===== src/design/ppa_pkg.sv =====
package ppa_pkg;
  localparam int PARTITIONS = 64;
  localparam int IDX_W = 6;
  localparam int CNT_W = 7;
  localparam int OWNER_W = 6;
  localparam logic [OWNER_W-1:0] MAX_OWNER = 6'd62;
  localparam logic [OWNER_W-1:0] OWNER_FREE = 6'd63;

  typedef enum logic [1:0] {
    OP_GROW = 2'd0,
    OP_NEW  = 2'd1,
    OP_FREE = 2'd2,
    OP_BAD  = 2'd3
  } op_t;

  localparam logic [2:0] ST_OK      = 3'd0;
  localparam logic [2:0] ST_NO_ROOM = 3'd1;
  localparam logic [2:0] ST_TOO_FEW = 3'd2;
  localparam logic [2:0] ST_HOST    = 3'd3;
  localparam logic [2:0] ST_FULL    = 3'd4;

  // Sweep control; only shift goes to every cell, the rest acts at the ring head.
  typedef struct packed {
    logic                  shift;   // rotate ring by one
    logic                  wr_en;   // rewrite the entry leaving position 0
    logic [OWNER_W-1:0]    match;   // owner compared for a free sweep
    logic                  do_free; // replace matching entries by free code
    logic [IDX_W-1:0]      lo;      // write window, inclusive
    logic [CNT_W-1:0]      hi;      // write window end, exclusive
    logic [OWNER_W-1:0]    wval;
  } cell_ctl_t;
endpackage


===== src/design/partition_pool_allocator.sv =====
// Partition pool allocator. The ownership table is a ring of 64 cells; each
// pass rotates the ring once around while a scanner watches the entry at
// the head. A grow or new request sweeps twice: a scan pass that measures
// free runs, then a write pass that stamps the chosen range as the ring
// goes by. A free request needs one pass that releases and counts matching
// entries. A grow or new that finds no room answers after the scan pass.
// One request is worked at a time, and the next is taken only once the
// result beat has left the output register. Requests that fail a check
// before the scan (too few free, host owner, bad region, unknown op) answer
// straight from the check state that follows acceptance.
// The user writes host_owner_id through cfg_we / cfg_data only while idle;
// the block itself does not enforce this.
module partition_pool_allocator (
  input  logic       clk,
  input  logic       rst_n,
  input  logic       cfg_we,
  input  logic [5:0] cfg_data,
  input  logic       in_valid,
  output logic       in_ready,
  input  logic [1:0] in_op,
  input  logic [5:0] in_owner_id,
  input  logic [6:0] in_count,
  input  logic [5:0] in_region_start,
  input  logic [6:0] in_region_length,
  output logic       out_valid,
  input  logic       out_ready,
  output logic [2:0] out_status,
  output logic [5:0] out_first_index,
  output logic [6:0] out_largest_free_run,
  output logic [6:0] out_freed_count
);
  localparam int N = ppa_pkg::PARTITIONS;
  localparam int IW = ppa_pkg::IDX_W;
  localparam int CW = ppa_pkg::CNT_W;
  localparam int OW = ppa_pkg::OWNER_W;

  typedef enum logic [4:0] {
    S_IDLE  = 5'b00001,
    S_CHECK = 5'b00010,
    S_SCAN  = 5'b00100,
    S_WRITE = 5'b01000,
    S_DONE  = 5'b10000
  } state_t;

  state_t state_r, state_nxt;

  logic [OW-1:0] host_r;
  logic [CW-1:0] free_cnt_r, free_cnt_nxt;

  // request registers
  logic [1:0]    op_r;
  logic [OW-1:0] own_r;
  logic [CW-1:0] cnt_r, rlen_r;
  logic [IW-1:0] rst_r;

  // sweep position: index of the entry currently at the ring head
  logic [CW-1:0] pos_r, pos_nxt;

  // scan bookkeeping
  logic          in_run_r, in_run_nxt;
  logic [CW-1:0] head_r, head_nxt;
  logic [CW-1:0] best_len_r, best_len_nxt, best_head_r, best_head_nxt;
  logic [CW-1:0] left_r, left_nxt, right_r, right_nxt;
  logic          rdone_r, rdone_nxt;
  logic [CW-1:0] freed_r, freed_nxt;

  logic [IW-1:0] first_r, first_nxt;

  // output register
  logic          ov_r;
  logic [2:0]    st_o_r, st_o_nxt;
  logic [IW-1:0] fi_o_r, fi_o_nxt;
  logic [CW-1:0] run_o_r, run_o_nxt, fr_o_r, fr_o_nxt;
  logic          load_out;

  ppa_pkg::cell_ctl_t ctl;

  // ring of cells
  logic [OW-1:0] cq   [N];
  logic [OW-1:0] cd   [N];
  logic [OW-1:0] head_val, head_new;

  assign head_val = cq[0];

  genvar g;
  generate
    for (g = 0; g < N; g++) begin : g_ring
      if (g == N - 1) begin : g_last
        assign cd[g] = head_new;
      end else begin : g_mid
        assign cd[g] = cq[g+1];
      end
      ppa_cell u_cell (
        .clk  (clk),
        .rst_n(rst_n),
        .shift(ctl.shift),
        .d_in (cd[g]),
        .q    (cq[g])
      );
    end
  endgenerate

  // value recirculated from the head: stamp window or release owner
  always_comb begin
    head_new = head_val;
    if (ctl.do_free && head_val == ctl.match) begin
      head_new = ppa_pkg::OWNER_FREE;
    end else if (ctl.wr_en && {1'b0, pos_r[IW-1:0]} >= {1'b0, ctl.lo}
                 && pos_r < ctl.hi) begin
      head_new = ctl.wval;
    end
  end

  assign in_ready = (state_r == S_IDLE) && !ov_r;

  wire head_free = (head_val == ppa_pkg::OWNER_FREE);
  wire last_pos  = (pos_r == CW'(N - 1));
  wire [CW-1:0] top = CW'(rst_r) + rlen_r;
  // region end one bit wider so a long region cannot wrap past the check
  wire [CW:0] top_wide = {1'b0, CW'(rst_r)} + {1'b0, rlen_r};

  logic [CW-1:0] below, above, run_len, new_off;
  logic          bad;

  always_comb begin
    state_nxt     = state_r;
    free_cnt_nxt  = free_cnt_r;
    pos_nxt       = pos_r;
    in_run_nxt    = in_run_r;
    head_nxt      = head_r;
    best_len_nxt  = best_len_r;
    best_head_nxt = best_head_r;
    left_nxt      = left_r;
    right_nxt     = right_r;
    rdone_nxt     = rdone_r;
    freed_nxt     = freed_r;
    first_nxt     = first_r;
    load_out      = 1'b0;
    st_o_nxt      = ppa_pkg::ST_NO_ROOM;
    fi_o_nxt      = '0;
    run_o_nxt     = '0;
    fr_o_nxt      = '0;
    ctl           = '0;
    ctl.match     = own_r;
    ctl.lo        = first_r;
    ctl.hi        = CW'(first_r) + cnt_r;
    ctl.wval      = own_r;
    below         = CW'(rst_r) - left_r;
    above         = right_r - top;
    run_len       = pos_r - head_r;
    new_off       = (best_len_r - cnt_r) >> 1;
    bad           = (rlen_r == '0) || (top_wide > (CW+1)'(N));

    case (state_r)
      S_IDLE: begin
        pos_nxt      = '0;
        in_run_nxt   = 1'b0;
        head_nxt     = '0;
        best_len_nxt = '0;
        best_head_nxt = '0;
        left_nxt     = '0;
        right_nxt    = CW'(N);
        rdone_nxt    = 1'b0;
        freed_nxt    = '0;
        if (in_valid && in_ready) state_nxt = S_CHECK;
      end
      S_CHECK: begin
        // early verdicts before touching the table
        if (op_r == ppa_pkg::OP_BAD) begin
          load_out  = 1'b1;
          state_nxt = S_IDLE;
        end else if (op_r == ppa_pkg::OP_FREE) begin
          if (own_r > ppa_pkg::MAX_OWNER) begin
            st_o_nxt  = ppa_pkg::ST_OK;
            load_out  = 1'b1;
            state_nxt = S_IDLE;
          end else begin
            state_nxt = S_WRITE;
          end
        end else if (cnt_r > free_cnt_r) begin
          st_o_nxt  = ppa_pkg::ST_TOO_FEW;
          load_out  = 1'b1;
          state_nxt = S_IDLE;
        end else if (own_r == host_r || own_r > ppa_pkg::MAX_OWNER) begin
          st_o_nxt  = ppa_pkg::ST_HOST;
          load_out  = 1'b1;
          state_nxt = S_IDLE;
        end else if (op_r == ppa_pkg::OP_GROW && bad) begin
          load_out  = 1'b1;
          state_nxt = S_IDLE;
        end else begin
          state_nxt = S_SCAN;
        end
      end
      S_SCAN: begin
        ctl.shift = 1'b1;
        pos_nxt   = pos_r + 1'b1;
        if (op_r == ppa_pkg::OP_GROW) begin
          // left edge: last non-free index below region start, plus one
          if (pos_r < CW'(rst_r) && !head_free) left_nxt = pos_r + 1'b1;
          // right edge: first non-free index at or above top
          if (pos_r >= top && !head_free && !rdone_r) begin
            right_nxt = pos_r;
            rdone_nxt = 1'b1;
          end
        end else begin
          if (head_free) begin
            if (!in_run_r) begin
              head_nxt   = pos_r;
              in_run_nxt = 1'b1;
            end
          end else if (in_run_r) begin
            in_run_nxt = 1'b0;
            if (run_len > best_len_r) begin
              best_len_nxt  = run_len;
              best_head_nxt = head_r;
            end
          end
          if (last_pos && (head_free || in_run_r)) begin
            // run closes at the end of the table
            if (!in_run_r) begin
              if (CW'(1) > best_len_r) begin
                best_len_nxt  = CW'(1);
                best_head_nxt = pos_r;
              end
            end else if (head_free && (CW'(N) - head_r > best_len_r)) begin
              best_len_nxt  = CW'(N) - head_r;
              best_head_nxt = head_r;
            end
          end
        end
        if (last_pos) begin
          pos_nxt   = '0;
          state_nxt = S_DONE;
        end
      end
      S_DONE: begin
        // decide placement from the scan
        if (op_r == ppa_pkg::OP_GROW) begin
          if (below > above) begin
            if (below >= cnt_r) begin
              first_nxt = IW'(CW'(rst_r) - cnt_r);
              state_nxt = S_WRITE;
            end else begin
              load_out = 1'b1;
              state_nxt = S_IDLE;
            end
          end else if (above >= cnt_r) begin
            first_nxt = top[IW-1:0];
            state_nxt = S_WRITE;
          end else begin
            load_out  = 1'b1;
            state_nxt = S_IDLE;
          end
        end else begin
          if (best_len_r >= cnt_r && best_len_r != '0) begin
            first_nxt = IW'(best_head_r + new_off);
            state_nxt = S_WRITE;
          end else begin
            run_o_nxt = best_len_r;
            st_o_nxt  = (best_len_r == '0) ? ppa_pkg::ST_FULL : ppa_pkg::ST_NO_ROOM;
            load_out  = 1'b1;
            state_nxt = S_IDLE;
          end
        end
      end
      S_WRITE: begin
        ctl.shift = 1'b1;
        pos_nxt   = pos_r + 1'b1;
        if (op_r == ppa_pkg::OP_FREE) begin
          ctl.do_free = 1'b1;
          if (head_val == own_r) freed_nxt = freed_r + 1'b1;
        end else begin
          ctl.wr_en = 1'b1;
        end
        if (last_pos) begin
          load_out  = 1'b1;
          st_o_nxt  = ppa_pkg::ST_OK;
          state_nxt = S_IDLE;
          if (op_r == ppa_pkg::OP_FREE) begin
            fr_o_nxt     = freed_nxt;
            free_cnt_nxt = free_cnt_r + freed_nxt;
          end else begin
            fi_o_nxt     = first_r;
            free_cnt_nxt = free_cnt_r - cnt_r;
          end
        end
      end
      default: state_nxt = S_IDLE;
    endcase
  end

  always_ff @(posedge clk) begin
    if (!rst_n) begin
      state_r    <= S_IDLE;
      host_r     <= '0;
      free_cnt_r <= CW'(N);
      ov_r       <= 1'b0;
    end else begin
      state_r    <= state_nxt;
      free_cnt_r <= free_cnt_nxt;
      if (cfg_we) host_r <= cfg_data;
      // hold the result beat until taken
      if (load_out) ov_r <= 1'b1;
      else if (out_ready) ov_r <= 1'b0;
    end
  end

  always_ff @(posedge clk) begin
    pos_r       <= pos_nxt;
    in_run_r    <= in_run_nxt;
    head_r      <= head_nxt;
    best_len_r  <= best_len_nxt;
    best_head_r <= best_head_nxt;
    left_r      <= left_nxt;
    right_r     <= right_nxt;
    rdone_r     <= rdone_nxt;
    freed_r     <= freed_nxt;
    first_r     <= first_nxt;
    if (in_valid && in_ready) begin
      op_r   <= in_op;
      own_r  <= in_owner_id;
      cnt_r  <= in_count;
      rst_r  <= in_region_start;
      rlen_r <= in_region_length;
    end
    if (load_out) begin
      st_o_r  <= st_o_nxt;
      fi_o_r  <= fi_o_nxt;
      run_o_r <= run_o_nxt;
      fr_o_r  <= fr_o_nxt;
    end
  end

  assign out_valid            = ov_r;
  assign out_status           = st_o_r;
  assign out_first_index      = fi_o_r;
  assign out_largest_free_run = run_o_r;
  assign out_freed_count      = fr_o_r;

  a_free_bound: assert property (@(posedge clk) disable iff (!rst_n)
    free_cnt_r <= CW'(N)) else $error("free count above pool size");
  a_no_accept_busy: assert property (@(posedge clk) disable iff (!rst_n)
    (state_r != S_IDLE) |-> !in_ready) else $error("accept while busy");
  a_load_once: assert property (@(posedge clk) disable iff (!rst_n)
    load_out |=> state_r == S_IDLE) else $error("result without return to idle");
  a_ring_still: assert property (@(posedge clk) disable iff (!rst_n)
    (state_r == S_IDLE) |=> $stable(free_cnt_r) || $past(state_r) != S_IDLE)
    else $error("free count moved while idle");
endmodule


===== src/design/ppa_cell.sv =====
module ppa_cell (
  input  logic                      clk,
  input  logic                      rst_n,
  input  logic                      shift,
  input  logic [ppa_pkg::OWNER_W-1:0] d_in,
  output logic [ppa_pkg::OWNER_W-1:0] q
);
  logic [ppa_pkg::OWNER_W-1:0] q_r;

  always_ff @(posedge clk) begin
    if (!rst_n) begin
      q_r <= ppa_pkg::OWNER_FREE;
    end else if (shift) begin
      q_r <= d_in;
    end
  end

  assign q = q_r;
endmodule


===== config.mk =====
export PLATFORM = sky130hd
export DESIGN_NAME = partition_pool_allocator
export DESIGN_NICKNAME = d
export VERILOG_FILES = /design/src/design/ppa_pkg.sv /design/src/design/partition_pool_allocator.sv /design/src/design/ppa_cell.sv
export SDC_FILE = /design/constraint.sdc
export NUM_CORES = 1
export LEC_CHECK = 0
export BUFFER_PORTS_ARGS = -buffer_cell sky130_fd_sc_hd__buf_2
export CAP_MARGIN = 20
export CORE_MARGIN = 2
export CORE_UTILIZATION = 43
export DETAILED_ROUTE_END_ITERATION = 10
export SETUP_SLACK_MARGIN = 0.3
export SLEW_MARGIN = 20
export SYNTH_ARGS = -nofsm -noshare
export SYNTH_HDL_FRONTEND = slang
export SYNTH_SLANG_ARGS = --single-unit

===== constraint.sdc =====
create_clock -name clk -period 6.2 [get_ports clk]
set_input_delay 0.62 -clock clk [delete_from_list [all_inputs] [get_ports clk]]
set_output_delay 0.62 -clock clk [all_outputs]
set_load 0.02 [all_outputs]

==> impl_results.md <==
- Peak Freq: 182 MHz
- Crit. Startpoint: rst_r[0]
- Top cells by area, synth: dfxtp_1 36%, edfxtp_1 14%, nand2_1 13%, nand3_1 8.9%, ha_1 6.7%
- Clock tree from TritonCTS: yes
- CTS root buffer: clkbuf_16
- Crit path to: first_r[2]
- R2R cell count: 21
- Yosys warns: 0
- Post-DR vias/cell: 5.19
- H-tree depth: 2
- DRT iter0 DRCs: 1,407
- Routed WL: 50.8 mm
- Slew @ Worst Pin: 0.980 ns
- Pwr Density: 326 nW/um^2
- Post-route antenna net violation count: 0
- Final worst-path cycle share: 88.8%
- Final setup viols: 0
- Final HPWL DP: 33.0 mm
- Setup tns final: 0 ns
- Vias in the first global route: 16.2k
- #FFs+latches synth: 510
- Critical Path Source Type: flop
- FFs w/ async S/R, synth: 0%
- Synth top cells by count: 784 x nand2_1, 403 x dfxtp_1, 397 x nand3_1, 134 x clkbuf_1, 119 x ha_1
- Drt wl/cell: 15.4 um
- Clock transition at path regs: 0.06 ns
- # diodes: 0
- Avg Cell Area, Syn: 8.63 sq um
- Peak VDD IR: 0.000225 V
- Fin util: 48.5%
- Reg2reg end: first_r[2]
- Initial antenna violation count: 0
- RD Place Congestion: 0.871
- Slew HR: 34.1%
- Max Cap Viol: 0
- IO Count: 64
- Most frequent cell after synthesis: nand2_1
- Initial Utilization: 43.5%
- Grt ovf: 0
- Post-synth EDFFs: 107
- Part of the Yosys area used for sequential elements: 50.5%
- Synth Net Count: 2,754
- Bufs on Longest Clock Path: 3
- Vias: 17.1k
- Yosys top cell area share: 36.1%
- Critical R2R Launch: rst_r[0]
- Synth cell types: 84
- Status: complete, no violations
- Setup CP Type: flop to flop
- TritonCTS Buffers: 53
- Ys flop type: dfxtp_1
- Clock Sinks: 510
- Critical Path RT: 6.45 ns
- Die area: 53,800 sq um
- Router iterations before antenna repair: 5
- Leakage: 11.6 nW
- Max FO, Critical Path: 11
- Hold Buf Count CTS: 0
- Flop-to-flop setup slack: 0.69 ns
- CP arrival: 5.76 ns
- Layout cells sized above 1: 7.72%
- Die width: 232 um
- Global-route wire length before repair: 83.3 mm
- Total GRT Usage: 19.0%
- Worst Hold Class: input port to flop
- Syn Std Cell Area: 22,300 sq um
- Final clock skew: 0.0311 ns
- Layout area overhead: 11.5%
- RSZ-0062 raised after global routing: false
- Synth Instances: 2,586
- Port bufs: 63
- CORE AREA: 51,300 sq um
- Row Count: 83
- Top cell type by total area after synthesis: dfxtp_1
- Fin crit period: 5.51 ns
- Post-CTS Setup Bufs: 0
- Layout Nets: 2,743
- # DRC: 0
- Die Y: 232 um
- CP Capture Type: flop
- Largest net degree at the start of global routing: 201
- Clk Latency, worst-skew pair: 0.62 ns
- Final hold vios: 0
- Resized Gates After CTS: 0
- Slew Limit Fails: 0
==> flip-flops by register name, summed over array words and instances (netlist names), 6 cells and up <==
| register | count |
|---|---|
| out_freed_count | 7 |
| best_len_r | 7 |
| rst_r | 6 |
| rlen_r | 7 |
| first_r | 6 |
| out_largest_free_run | 7 |
| freed_r | 7 |
| out_first_index | 6 |
| own_r | 6 |
| left_r | 7 |
| cnt_r | 7 |
| best_head_r | 6 |
| head_r | 7 |
| right_r | 7 |
| host_r | 6 |
| g_ring.u_cell.q | 384 |
| pos_r | 7 |
| free_cnt_r | 7 |
==> stage by stage <==
stage	power [mW]	hold slack (ns)	cell area, sq um	setup WS (ns)	instances
after floorplan	4.59	0.440	22300	1.19	2586
after global placement	4.97	0.447	23100	0.766	3200
after detailed placement	4.98	0.454	23100	0.721	3200
after CTS	8.20	0.147	24900	0.698	3298
after global routing	8.50	0.160	24900	0.409	3298
final	8.11	0.177	24900	0.692	3298
==> how the worst min path moves through the flow <==
stage	startpoint	end	slack, ns	cells past startpoint
detailed placement	g_ring[33].u_cell.q[2]	g_ring[32].u_cell.q[2]	0.45	2
floorplan	g_ring[1].u_cell.q[0]	g_ring[0].u_cell.q[0]	0.44	2
global route	in_count[5]	cnt_r[5]	0.16	1
CTS	in_count[1]	cnt_r[1]	0.15	1
finish	in_count[5]	cnt_r[5]	0.18	1
global placement	g_ring[33].u_cell.q[0]	g_ring[32].u_cell.q[0]	0.45	2
==> layer usage <==
metal / up-vias / share of wire (%) / global-route usage [%]
met2: 281 / 46 / 30.5
met4: 0 / 2.5 / 6.11
met5: - / 0 / 0
met3: 81 / 3.6 / 2.57
li1: 8647 / - / -
met1: 8122 / 48 / 26.4
==> cell type report <==
cell class              instances  area [sq um]
clock inverters                19           166
well taps                     680           851
clock buffers                  79          1610
inverters                      91           342
flip-flops and latches        510         11300
multi-input cells            1840         10100
repair buffers                 79           499
fillers                      4944         26400
==> worst max-delay path, stage by stage, from the launching register on <==
cell,delay [ns]
edfxtp_1,0.42
ha_1,0.23
fa_1,0.46
xor2_1,0.23
inv_1,0.10
ha_1,0.32
nor2b_1,0.14
o21ai_0,0.16
nand2b_1,0.12
maj3_1,0.36
a21oi_1,0.18
xnor2_1,0.18
inv_1,0.07
ha_1,0.30
nand3_1,0.12
nor2_1,0.06
a21o_1,0.15
a31oi_1,0.14
buf_4,0.21
mux2_2,0.38
or3_1,0.33
a21oi_1,0.48
==> power by group <==
group | switching, mW | internal (mW) | total (mW)
Clock | 1.34 | 1.84 | 3.19
Combinational | 0.787 | 0.554 | 1.34
Sequential | 0.0973 | 3.48 | 3.58
==> kinds of logic after synthesis <==
| family | synth area share, % |
|---|---|
| xor gates and xnor gates | 2.94 |
| adders and majority gates | 7.75 |
| and+or+nand+nor | 27.1 |
| DFF | 50.5 |
| AOI/OAI and AO/OA | 6.53 |
| buffers and inverters | 4.07 |
| muxes | 1.09 |
==> cells in the final DEF (no fill, tap or decap), types with 5 or more instances in the layout <==
| cell type | Yosys | layout |
|---|---|---|
| nand2_1 | 784 | 783 |
| nand3_1 | 397 | 397 |
| clkinv_2 | 0 | 8 |
| and3_1 | 5 | 5 |
| buf_4 | 3 | 11 |
| a211oi_1 | 11 | 11 |
| nor3_1 | 24 | 24 |
| nor2b_1 | 12 | 12 |
| a2bb2oi_1 | 6 | 6 |
| nor2_1 | 91 | 91 |
| nand4_1 | 8 | 8 |
| buf_2 | 3 | 62 |
| inv_1 | 90 | 90 |
| xnor2_1 | 47 | 47 |
| a21o_1 | 22 | 22 |
| or2_2 | 7 | 7 |
| o21a_1 | 9 | 9 |
| and2_1 | 8 | 7 |
| mux2i_1 | 22 | 22 |
| nand2b_1 | 11 | 11 |
| xor2_1 | 28 | 28 |
| o21ai_0 | 35 | 34 |
| fa_1 | 10 | 10 |
| dfxtp_1 | 403 | 403 |
| nor4_1 | 12 | 12 |
| clkbuf_16 | 0 | 55 |
| a21oi_1 | 73 | 73 |
| edfxtp_1 | 107 | 107 |
| ha_1 | 119 | 119 |
| clkbuf_1 | 134 | 10 |
| clkbuf_8 | 0 | 14 |
| o21bai_1 | 10 | 10 |
Power figures use the tool's default switching activity.
